===== config.mk =====
export PLATFORM = sky130hd
export DESIGN_NAME = three_axis_step_interpolator
export DESIGN_NICKNAME = d
export VERILOG_FILES = /design/src/sv/tasi_pkg.sv /design/src/sv/tasi_ctrl.sv /design/src/sv/tasi_dp.sv /design/src/sv/three_axis_step_interpolator.sv
export SDC_FILE = /design/constraint.sdc
export NUM_CORES = 1
export LEC_CHECK = 0
export ABC_CLOCK_PERIOD_IN_PS = 12200
export BUFFER_PORTS_ARGS = -buffer_cell sky130_fd_sc_hd__buf_2
export CAP_MARGIN = 20
export CORE_AREA = 2 2 244 246
export CTS_CLUSTER_DIAMETER = 120
export DETAILED_ROUTE_END_ITERATION = 10
export DIE_AREA = 0 0 246 248
export PLACE_DENSITY = 0.75
export SETUP_SLACK_MARGIN = 0.1
export SLEW_MARGIN = 10
export SYNTH_ARGS = -nofsm -noshare
export SYNTH_HDL_FRONTEND = slang
export SYNTH_SLANG_ARGS = --single-unit

===== constraint.sdc =====
create_clock -name i_clk -period 12.2 [get_ports i_clk]
set_clock_uncertainty 0.05 [all_clocks]
set_input_delay 1.83 -clock i_clk [delete_from_list [all_inputs] [get_ports i_clk]]
set_output_delay 1.83 -clock i_clk [all_outputs]
set_load 0.02 [all_outputs]

===== src/sv/tasi_pkg.sv =====
// Shared types, widths and helpers for the three-axis step interpolator.
// No dependencies; every other file of the block imports this package.
`timescale 1ns / 1ps
`default_nettype none

package tasi_pkg;

    // Width of the internal position registers.
    localparam int POS_BITS     = 16;
    // Remaining counts and step timers carry one extra bit.
    localparam int REM_BITS     = POS_BITS + 1;
    // (timer + 1) times magnitude.
    localparam int PROD_BITS    = 2 * REM_BITS + 1;
    // Fixed widths of the external fields.
    localparam int FIELD_BITS   = 16;
    localparam int NUM_AXES     = 3;
    localparam int AXIS_BITS    = $clog2(NUM_AXES);

    // Axis numbers.
    localparam logic [AXIS_BITS-1:0] AXIS_X = AXIS_BITS'(0);
    localparam logic [AXIS_BITS-1:0] AXIS_Y = AXIS_BITS'(1);
    localparam logic [AXIS_BITS-1:0] AXIS_Z = AXIS_BITS'(2);
    localparam logic [AXIS_BITS-1:0] AXIS_LAST = AXIS_BITS'(NUM_AXES - 1);

    typedef logic signed [POS_BITS-1:0]  t_pos;
    typedef logic signed [REM_BITS-1:0]  t_rem;
    typedef logic        [REM_BITS-1:0]  t_mag;
    typedef logic        [REM_BITS-1:0]  t_tmr;
    typedef logic        [REM_BITS:0]    t_tmr_p1;
    typedef logic        [PROD_BITS-1:0] t_prod;
    typedef logic        [AXIS_BITS-1:0] t_axis;

    typedef struct packed {
        logic                         mode;
        logic signed [FIELD_BITS-1:0] target_x;
        logic signed [FIELD_BITS-1:0] target_y;
        logic signed [FIELD_BITS-1:0] target_z;
        logic                         set_x;
        logic                         set_y;
        logic                         set_z;
    } t_in;

    typedef struct packed {
        logic                         step_x;
        logic                         dir_x;
        logic                         step_y;
        logic                         dir_y;
        logic                         step_z;
        logic                         dir_z;
        logic                         moving;
        logic signed [FIELD_BITS-1:0] pos_x;
        logic signed [FIELD_BITS-1:0] pos_y;
        logic signed [FIELD_BITS-1:0] pos_z;
    } t_out;

    // Commands from the controller to the datapath.
    typedef struct packed {
        logic  cap;     // capture the input item, clear step flags
        logic  load;    // apply target loads
        logic  scan;    // register the largest remaining magnitude
        logic  mul;     // multiply for the selected axis
        logic  upd;     // compare and update the selected axis
        logic  out_wr;  // write the result register
        t_axis axis;
    } t_cmd;

    // Status from the datapath to the controller.
    typedef struct packed {
        logic any_rem;
    } t_sts;

    function automatic t_mag mag_of(input t_rem v);
        mag_of = v[REM_BITS-1] ? t_mag'(-v) : t_mag'(v);
    endfunction

    // Low field bits of a position, sign-extended when the position is narrower.
    function automatic logic signed [FIELD_BITS-1:0] pos_field(input t_pos p);
        pos_field = FIELD_BITS'(p);
    endfunction

endpackage

`default_nettype wire


===== src/sv/tasi_ctrl.sv =====
// Controller state machine of the three-axis step interpolator.
// Depends on tasi_pkg for the command and status structs.
`timescale 1ns / 1ps
`default_nettype none

module tasi_ctrl (
    input  wire logic           i_clk,
    input  wire logic           i_rst_n,
    input  wire logic           i_in_valid,
    input  wire logic           i_in_mode,
    input  wire logic           i_out_stall,
    input  wire tasi_pkg::t_sts i_sts,
    output tasi_pkg::t_cmd      o_cmd,
    output logic                o_in_stall,
    output logic                o_out_valid
);
    import tasi_pkg::*;

    typedef enum logic [5:0] {
        S_IDLE = 6'b000001,
        S_LOAD = 6'b000010,
        S_SCAN = 6'b000100,
        S_MUL  = 6'b001000,
        S_UPD  = 6'b010000,
        S_DONE = 6'b100000
    } t_state;

    t_state r_state, n_state;
    t_axis  r_axis, n_axis;
    logic   r_out_valid, n_out_valid;
    logic   w_out_free;

    // The result register can take a new result when empty or being drained.
    assign w_out_free = !r_out_valid || !i_out_stall;

    always_comb begin
        n_state     = r_state;
        n_axis      = r_axis;
        n_out_valid = r_out_valid && i_out_stall;
        o_cmd       = '0;
        o_cmd.axis  = r_axis;
        case (r_state)
            S_IDLE: begin
                if (i_in_valid) begin
                    o_cmd.cap = 1'b1;
                    n_state   = i_in_mode ? S_SCAN : S_LOAD;
                end
            end
            S_LOAD: begin
                o_cmd.load = 1'b1;
                n_state    = S_DONE;
            end
            S_SCAN: begin
                // A tick with nothing left to move changes nothing.
                if (i_sts.any_rem) begin
                    o_cmd.scan = 1'b1;
                    n_axis     = AXIS_X;
                    n_state    = S_MUL;
                end else begin
                    n_state = S_DONE;
                end
            end
            S_MUL: begin
                o_cmd.mul = 1'b1;
                n_state   = S_UPD;
            end
            S_UPD: begin
                o_cmd.upd = 1'b1;
                if (r_axis == AXIS_LAST) begin
                    n_state = S_DONE;
                end else begin
                    n_axis  = t_axis'(r_axis + 1'b1);
                    n_state = S_MUL;
                end
            end
            S_DONE: begin
                if (w_out_free) begin
                    o_cmd.out_wr = 1'b1;
                    n_out_valid  = 1'b1;
                    n_state      = S_IDLE;
                end
            end
            default: begin
                n_state = S_IDLE;
            end
        endcase
    end

    always_ff @(posedge i_clk) begin
        if (!i_rst_n) begin
            r_state     <= S_IDLE;
            r_axis      <= AXIS_X;
            r_out_valid <= 1'b0;
        end else begin
            r_state     <= n_state;
            r_axis      <= n_axis;
            r_out_valid <= n_out_valid;
        end
    end

    assign o_in_stall  = (r_state != S_IDLE);
    assign o_out_valid = r_out_valid;

endmodule

`default_nettype wire


===== src/sv/tasi_dp.sv =====
// Datapath of the three-axis step interpolator: axis state, shared
// multiplier, step decision and result register. Depends on tasi_pkg.
`timescale 1ns / 1ps
`default_nettype none

module tasi_dp (
    input  wire logic           i_clk,
    input  wire logic           i_rst_n,
    input  wire tasi_pkg::t_in  i_in_data,
    input  wire tasi_pkg::t_cmd i_cmd,
    output tasi_pkg::t_sts      o_sts,
    output tasi_pkg::t_out      o_out_data
);
    import tasi_pkg::*;

    t_in   r_in;
    t_rem  r_rem [NUM_AXES];
    t_pos  r_pos [NUM_AXES];
    t_tmr  r_tmr [NUM_AXES];
    t_mag  r_largest;
    t_prod r_prod;
    t_tmr  r_tinc;
    logic  r_step [NUM_AXES];
    logic  r_dir  [NUM_AXES];
    t_out  r_out;

    t_mag    w_mag [NUM_AXES];
    t_pos    w_tgt [NUM_AXES];
    logic    w_set [NUM_AXES];
    t_mag    w_max01;
    t_mag    w_largest;
    t_tmr    w_tmr_sel;
    t_tmr    w_tinc;
    t_tmr_p1 w_tinc_p1;
    t_prod   w_prod;
    logic    w_any_rem;
    logic    w_do_step;

    always_comb begin
        for (int a = 0; a < NUM_AXES; a++) begin
            w_mag[a] = mag_of(r_rem[a]);
        end
    end

    // Targets are sign-extended or wrapped to the position width.
    assign w_tgt[AXIS_X] = t_pos'(r_in.target_x);
    assign w_tgt[AXIS_Y] = t_pos'(r_in.target_y);
    assign w_tgt[AXIS_Z] = t_pos'(r_in.target_z);
    assign w_set[AXIS_X] = r_in.set_x;
    assign w_set[AXIS_Y] = r_in.set_y;
    assign w_set[AXIS_Z] = r_in.set_z;

    assign w_max01   = (w_mag[AXIS_Y] > w_mag[AXIS_X]) ? w_mag[AXIS_Y] : w_mag[AXIS_X];
    assign w_largest = (w_mag[AXIS_Z] > w_max01) ? w_mag[AXIS_Z] : w_max01;
    assign w_any_rem = (r_rem[AXIS_X] != '0) || (r_rem[AXIS_Y] != '0)
                    || (r_rem[AXIS_Z] != '0);

    // The timer saturates at all ones.
    assign w_tmr_sel = r_tmr[i_cmd.axis];
    assign w_tinc    = (&w_tmr_sel) ? w_tmr_sel : t_tmr'(w_tmr_sel + 1'b1);
    assign w_tinc_p1 = t_tmr_p1'(w_tinc) + 1'b1;

    // The axis steps when timer >= largest / magnitude, which for integers
    // is the same as (timer + 1) * magnitude > largest.
    assign w_prod    = t_prod'(w_tinc_p1) * t_prod'(w_mag[i_cmd.axis]);
    assign w_do_step = (r_prod > t_prod'(r_largest));

    always_ff @(posedge i_clk) begin
        if (!i_rst_n) begin
            for (int a = 0; a < NUM_AXES; a++) begin
                r_rem[a] <= '0;
                r_pos[a] <= '0;
                r_tmr[a] <= '0;
            end
        end else begin
            if (i_cmd.load) begin
                for (int a = 0; a < NUM_AXES; a++) begin
                    if (w_set[a]) begin
                        r_rem[a] <= t_rem'(w_tgt[a]) - t_rem'(r_pos[a]);
                    end
                end
            end
            if (i_cmd.upd) begin
                if (r_rem[i_cmd.axis] == '0) begin
                    r_tmr[i_cmd.axis] <= '0;
                end else if (w_do_step) begin
                    r_tmr[i_cmd.axis] <= '0;
                    if (r_rem[i_cmd.axis][REM_BITS-1]) begin
                        r_rem[i_cmd.axis] <= r_rem[i_cmd.axis] + 1'b1;
                        r_pos[i_cmd.axis] <= r_pos[i_cmd.axis] - 1'b1;
                    end else begin
                        r_rem[i_cmd.axis] <= r_rem[i_cmd.axis] - 1'b1;
                        r_pos[i_cmd.axis] <= r_pos[i_cmd.axis] + 1'b1;
                    end
                end else begin
                    r_tmr[i_cmd.axis] <= r_tinc;
                end
            end
        end
    end

    always_ff @(posedge i_clk) begin
        if (i_cmd.cap) begin
            r_in <= i_in_data;
            for (int a = 0; a < NUM_AXES; a++) begin
                r_step[a] <= 1'b0;
                r_dir[a]  <= 1'b0;
            end
        end
        if (i_cmd.scan) begin
            r_largest <= w_largest;
        end
        if (i_cmd.mul) begin
            r_prod <= w_prod;
            r_tinc <= w_tinc;
        end
        if (i_cmd.upd && (r_rem[i_cmd.axis] != '0) && w_do_step) begin
            r_step[i_cmd.axis] <= 1'b1;
            r_dir[i_cmd.axis]  <= r_rem[i_cmd.axis][REM_BITS-1];
        end
        if (i_cmd.out_wr) begin
            r_out.step_x <= r_step[AXIS_X];
            r_out.dir_x  <= r_dir[AXIS_X];
            r_out.step_y <= r_step[AXIS_Y];
            r_out.dir_y  <= r_dir[AXIS_Y];
            r_out.step_z <= r_step[AXIS_Z];
            r_out.dir_z  <= r_dir[AXIS_Z];
            r_out.moving <= w_any_rem;
            r_out.pos_x  <= pos_field(r_pos[AXIS_X]);
            r_out.pos_y  <= pos_field(r_pos[AXIS_Y]);
            r_out.pos_z  <= pos_field(r_pos[AXIS_Z]);
        end
    end

    assign o_sts.any_rem = w_any_rem;
    assign o_out_data    = r_out;

endmodule

`default_nettype wire


===== src/sv/three_axis_step_interpolator.sv =====
// Top level of the three-axis step interpolator: joins the controller and
// the datapath. Depends on tasi_pkg, tasi_ctrl and tasi_dp.
//
//   Channel   Direction   Handshake                  Payload
//   input     in          i_in_valid / o_in_stall    i_in_data  (tasi_pkg::t_in)
//   result    out         o_out_valid / i_out_stall  o_out_data (tasi_pkg::t_out)
//
// A load item passes the load and done states; a tick passes scan, multiply and
// update per axis, and done, or just scan and done when no axis has motion left.
// Tick time is set by the single shared multiplier, serving the three axes in turn.
// Reset is synchronous and active low and zeroes positions, remaining counts
// and timers. A new item is taken only while the block is idle; a result
// waiting in the output register does not block the next transfer in.
`timescale 1ns / 1ps
`default_nettype none

module three_axis_step_interpolator (
    input  wire logic          i_clk,
    input  wire logic          i_rst_n,
    input  wire logic          i_in_valid,
    output logic               o_in_stall,
    input  wire tasi_pkg::t_in i_in_data,
    output logic               o_out_valid,
    input  wire logic          i_out_stall,
    output tasi_pkg::t_out     o_out_data
);
    import tasi_pkg::*;

    t_cmd w_cmd;
    t_sts w_sts;

    tasi_ctrl u_ctrl (
        .i_clk       (i_clk),
        .i_rst_n     (i_rst_n),
        .i_in_valid  (i_in_valid),
        .i_in_mode   (i_in_data.mode),
        .i_out_stall (i_out_stall),
        .i_sts       (w_sts),
        .o_cmd       (w_cmd),
        .o_in_stall  (o_in_stall),
        .o_out_valid (o_out_valid)
    );

    tasi_dp u_dp (
        .i_clk      (i_clk),
        .i_rst_n    (i_rst_n),
        .i_in_data  (i_in_data),
        .i_cmd      (w_cmd),
        .o_sts      (w_sts),
        .o_out_data (o_out_data)
    );

endmodule

`default_nettype wire

### After elaboration in Yosys (flattened, before gate mapping)

Memory sizes are Yosys's and may differ from the RTL's. A register that Yosys moved wholly into a read port is not among the register bits.
Cells that the tools add are included.

| cells by class | value |
|---|---|
| $add $sub $neg | 13 |
| $mul | 1 |
| div/mod/pow operators | 0 |
| $lt $le $gt $ge | 4 |
| eq/ne operators | 12 |
| shift-type cells | 0 |
| muxes and demuxes | 100 |
| bitwise logic cells | 8 |
| reduce and logical (&&, ||, !) cells | 22 |

Operators with widths:

| operator | number |
|---|---|
| $mux 17 | 16 |
| $reduce_bool 17->1 | 4 |
| $mux 1 | 61 |
| $neg 17->17 | 3 |
| $sub 16x16->17 | 3 |
| $pmux 6 s6 | 1 |
| $gt 35x17->1 | 1 |
| $mul 18x17->35 | 1 |
| $add 17x1->17 const B | 2 |
| $bmux 17 s2 | 1 |
| $gt 17x17->1 | 2 |
| $reduce_or 17->1 | 2 |
| $mux 16 | 2 |
| $mux 2 | 13 |
| $mux 6 | 4 |
| $add 17x1->18 const B | 1 |
| $logic_not 17->1 | 1 |
| $reduce_and 17->1 | 1 |
| $sub 17x1->17 const B | 1 |
| $add 16x1->16 const B | 1 |
| $reduce_or 16->1 | 1 |
| $sub 16x1->16 const B | 1 |
| $or 1x1->1 | 7 |
| $eq 6x1->1 const B | 1 |
| other kinds (21) | 29 |

| word-level totals | value |
|---|---|
| flip-flop bits (word level) | 130 |
| bits in latches | 0 |
| bits in writable memories | 156 |
| memory bits (read-only) | 0 |
| input port bits | 56 |
| output and inout port bits | 57 |
| word-level logic and storage cells | 178 |
| memories | 5 |

Memories:

| name | words | width | read ports | clocked after Yosys merged registers in | write ports | RTL line | text |
|---|---|---|---|---|---|---|---|
| u_dp.r_rem | 3 | 17 | 4 | 1 | 3 | tasi_dp.sv:17 | `t_rem r_rem [NUM_AXES];` |
| u_dp.r_tmr | 3 | 17 | 1 | 1 | 3 | tasi_dp.sv:19 | `t_tmr r_tmr [NUM_AXES];` |
| u_dp.r_pos | 3 | 16 | 7 | 4 | 3 | tasi_dp.sv:18 | `t_pos r_pos [NUM_AXES];` |
| u_dp.r_dir | 3 | 1 | 3 | 3 | 3 | tasi_dp.sv:24 | `logic r_dir [NUM_AXES];` |
| u_dp.r_step | 3 | 1 | 3 | 3 | 3 | tasi_dp.sv:23 | `logic r_step [NUM_AXES];` |

### Longest topological paths before layout

| depth | value |
|---|---|
| word-level depth | 10 |
| depth in mapped cells | 38 |
| gate-level depth less buffers | 35 |

### Hierarchy

A second synthesis with hierarchy kept.

| second synthesis, totals | value |
|---|---|
| cells, all modules | 2994 |
| area, all modules | 31584.0 um2 |

By module, submodules not included:

| module | instances | cells each | area an instance (um2) | sequential area each (um2) |
|---|---|---|---|---|
| tasi_dp | 1 | 2941 | 31089.8 | 11410.9 |
| tasi_ctrl | 1 | 53 | 494.2 | 180.2 |

### Worst setup path after synthesis

No wires, ideal clock.

| timing path | value |
|---|---|
| path kind | register -> register |
| start | register with a tool-made name |
| end | register u_dp.r_prod[32] (data pin) |
| library setup time | 0.262 ns |
| data arrival time | 9.147 ns |
| required time | 11.888 ns |
| setup slack | 2.741 ns |
| cell stages (with the launch flop) | 36 |
| buffers on the path | 3 |
| clock period less this slack | 9.459 ns |
| cell sequence | dfxtp_1 buf_2 mux4_2 ha_1 clkbuf_1 nand3_4 nor3_4 and2_1 xnor2_1 clkbuf_1 ha_1 o21ai_1 nor3_1 xnor2_1 nand2_1 fa_1 fa_1 inv_1 fa_1 inv_1 fa_1 inv_1 fa_1 inv_1 fa_1 inv_1 ha_1 nand3_1 a2111oi_0 o311ai_0 nand3b_1 a31oi_1 o21bai_1 a21oi_1 mux2i_1 nand3_1 |

RTL lines:

| element | RTL line | text |
|---|---|---|
| end signal: assignment | tasi_dp.sv:114 | `r_prod <= w_prod;` |
| end: declaration | tasi_dp.sv:21 | `t_prod r_prod;` |

==> metrics.md <==
| Metric | Value |
|---|---|
| Crit Path Class | `register to register` |
| Worst Hold Class | `register to register` |
| ANT nets after route | `0` |
| Routed vias/inst | `approximately 5.9` |
| Post-CTS sizing | `0` |
| Synth Warn # | `0` |
| Hold buffers post-CTS | `0` |
| Area delta synth->final | `9.72%` |
| Clock-pin transition on the worst setup and hold timing paths | `0.07 ns` |
| Clk buf depth | `3` |
| Fin. max-slew vios | `0` |
| Primary FF master, synth | `edfxtp_1` |
| Via count | `23310` |
| Drt wl/cell | `21.7 microns` |
| Post-CTS Setup Bufs | `0` |
| Crit path time final | `around 11 ns` |
| Data arrival, critical path | `between 10 and 15 ns` |
| Vias in the first global route | `roughly 25000` |
| Pre-antenna DRT Iters | `5` |
| First-pass GRT wire length | `134 mm` |
| Cell row count | `between 80 and 90` |
| CTS buffer count | `42` |
| Avg Inst Size Synth | `roughly 11 sq um` |
| Max Fclk | `0.0903 GHz` |
| Final setup viols | `0` |
| Final WL | `~86 mm` |
| Total power draw | `5.49 mW` |
| CTS sink cnt | `between 300 and 400` |
| CP required | `12.46 ns` |
| Max-cap viol count | `0` |
| Slew margin rel. | `0.268` |
| Syn nets | `between 3000 and 4000` |
| Period utilization | `0.907` |
| Initial antenna violation count | `0` |
| CTS tree | `done` |
| Die extent in y | `248 microns` |
| CP endpoint | `u_dp.r_prod[32]$_DFFE_PP_` |
| Starting Density | `0.544` |
| TNS Setup | `0 ns` |
| Hold path depth | `0` |
| Remaining DRCs | `0` |
| Register area share after synthesis | `0.366` |
| FF-to-FF setup slack | `roughly 1.1 ns` |
| H-tree lvl count | `2` |
| Least-Margin Pin Slew | `between 1 and 1.5 ns` |
| Number of flops mapped to enable cells by yosys | `~380` |
| Nets | `3687` |
| Io pins | `between 100 and 150` |
| Mapped Cells | `3021` |
| Share of cells above drive strength 1 | `0.110` |
| CP Max Fanout | `18` |
| Clk_lat worst skew | `0.58 ns` |
| Antenna fix cells | `0` |
| Worst R2R End | `u_dp.r_prod[32]$_DFFE_PP_` |
| Power per cell area | `about 160 nW/um^2` |
| Fraction of registers with async set or reset after synthesis | `0` |
| Gpl congestion | `around 0.96` |
| Max VDD drop | `171 uV` |
| CP most frequent cell | `fa_1` |
| Fin. Hold Viols | `0` |
| Synth Cell Area | `31800 sq um` |
| Critical path startpoint category | `register` |
| Largest net degree at the start of global routing | `56` |
| Post-DP HPWL | `~65 mm` |
| RSZ-0062 raised after global routing | `false` |
| Static leakage | `15.4 nW` |
| Initial drt markers | `between 1500 and 2000` |
| Area of the core | `just under 60000 sq um` |
| Distinct cell type count after synthesis | `about 90` |
| Die Area | `just over 60000 sq um` |
| Die X | `246 microns` |
| Clk Tree Root Cell | `clkbuf_16` |
| Slowest CP cell | `xnor2_1` |
| Gr usage total | `0.287` |
| GRT overflow | `0` |
| CP peak stage delay | `0.75 ns` |
| Status | `completed` |
| Worst reg-to-reg path cell count | `32` |
| Crit end category | `register` |
| Buffers added on ports | `roughly 110` |
| Synth Register Bits | `between 300 and 400` |
==> where the power goes <==
part	switching, mW	internal (mW)	leakage, nW
combinational	1.45	0.975	10.9
clock	0.579	0.845	0.751
sequential	0.0279	1.61	3.80
==> worst min path at each step <==
stage / startpoint / end / slack (ns)
floorplan: u_dp.r_dir[2]$_SDFFCE_PN0P_ / o_out_data[49]$_DFFE_PP_ / 0.35
global route: u_dp.r_dir[0]$_SDFFCE_PN0P_ / o_out_data[53]$_DFFE_PP_ / 0.38
detailed placement: u_dp.r_dir[0]$_SDFFCE_PN0P_ / o_out_data[53]$_DFFE_PP_ / 0.36
finish: u_dp.r_dir[1]$_SDFFCE_PN0P_ / o_out_data[51]$_DFFE_PP_ / 0.38
CTS: u_dp.r_dir[0]$_SDFFCE_PN0P_ / o_out_data[53]$_DFFE_PP_ / 0.38
global placement: u_dp.r_dir[0]$_SDFFCE_PN0P_ / o_out_data[53]$_DFFE_PP_ / 0.36
==> state kept, by name, summed over array words and instances (netlist names), named ones only <==
register and flops:
u_dp.r_in 51, u_ctrl.o_out_valid 1, u_dp.r_largest 17, u_dp.r_pos 64
u_dp.o_out_data 49, u_ctrl.r_axis 2, u_ctrl.r_state 6, u_dp.r_tinc 17
u_dp.r_step 3, u_dp.r_dir 3, u_dp.r_prod 35, u_dp.r_rem 68
u_dp.r_tmr 68, o_out_data 6
==> cells by family after synthesis <==
group,Yosys count,share of synthesized area
adders and majority gates,490,0.250
DFF,392,0.366
muxes,95,0.0503
xor gates and xnor gates,161,0.0457
AOI/OAI and AO/OA,422,0.0873
and+or+nand+nor,889,0.131
buffers and inverters,572,0.0695
==> layout by cell type (no fill, tap or decap), types with 17 or more instances in the layout <==
| cell | Yosys | layout |
|---|---|---|
| o21ai_0 | 96 | 95 |
| a21o_1 | 55 | 55 |
| xnor2_1 | 81 | 81 |
| nand2b_1 | 23 | 23 |
| o22ai_1 | 25 | 25 |
| mux2_2 | 18 | 18 |
| nor2b_1 | 25 | 25 |
| nand3_1 | 33 | 33 |
| mux4_2 | 50 | 50 |
| nand4_1 | 18 | 18 |
| nand2_1 | 319 | 319 |
| and3_1 | 19 | 19 |
| a21oi_1 | 92 | 91 |
| inv_1 | 490 | 489 |
| mux2i_1 | 27 | 27 |
| nor4_1 | 26 | 25 |
| buf_4 | 1 | 44 |
| nor2_1 | 272 | 272 |
| clkbuf_16 | 0 | 44 |
| fa_1 | 244 | 244 |
| xor2_1 | 76 | 76 |
| nor3_1 | 35 | 35 |
| ha_1 | 246 | 246 |
| o21a_1 | 17 | 17 |
| buf_2 | 11 | 112 |
| edfxtp_1 | 378 | 378 |
| and2_1 | 46 | 45 |
==> critical path: cells and delay by family (launching register included) <==
family | cells | cell delay [ns]
adder cells (fa/ha/maj) | 9 | 4.18
AO/OA/AOI/OAI | 6 | 2.11
AND/OR/NAND/NOR | 8 | 1.79
multiplexers | 3 | 0.99
XOR/XNOR | 1 | 0.75
flip-flops | 1 | 0.64
buffers and inverters | 5 | 0.27
==> per-layer routing <==
metal / wire (microns) / part of all wire / vias to the layer above / global-route usage
met5: 0 / 0 / - / 0
met4: 4910 / 0.057 / 0 / 0.155
met3: 4920 / 0.057 / 254 / 0.0341
met2: 43200 / 0.50 / 918 / 0.512
met1: 32700 / 0.38 / 11615 / 0.339
li1: - / - / 10523 / -
==> synthesized netlist by cell type (19+ instances only) <==
cell	instances	share of area
nand2_1	319	0.038
nor2b_1	25	0.0049
and3_1	19	0.0037
mux2i_1	27	0.0085
nor4_1	26	0.0051
clkbuf_1	60	0.0071
fa_1	244	0.15
mux4_2	50	0.035
xor2_1	76	0.021
o22ai_1	25	0.0049
inv_1	490	0.058
o21ai_0	96	0.015
a21oi_1	92	0.014
a21o_1	55	0.013
and2_1	46	0.0091
edfxtp_1	378	0.36
ha_1	246	0.097
xnor2_1	81	0.022
nor2_1	272	0.032
nand3_1	33	0.0052
nand2b_1	23	0.0045
nor3_1	35	0.0055
==> stage by stage <==
step                 util  cell area, sq um  std cells  hold WS [ns]  setup WS, ns
global route        0.597             34900       3948         0.383         0.454
floorplan               -             31800       3021         0.350          2.74
detailed placement  0.570             33300       3867         0.357          1.33
CTS                 0.596             34900       3945         0.382          1.25
global placement    0.570             33300       3866         0.363          1.62
finish              0.597             34900       3948         0.381          1.13
==> layout make-up <==
type	instances	area [sq um]
well taps	773	967
inverters	491	1840
multi-input cells	2057	18000
clock inverters	33	428
flip-flops and latches	392	11600
fillers	4757	23600
clock buffers	45	1110
repair buffers	157	902
No activity file was read; power rests on OpenSTA's default activity.
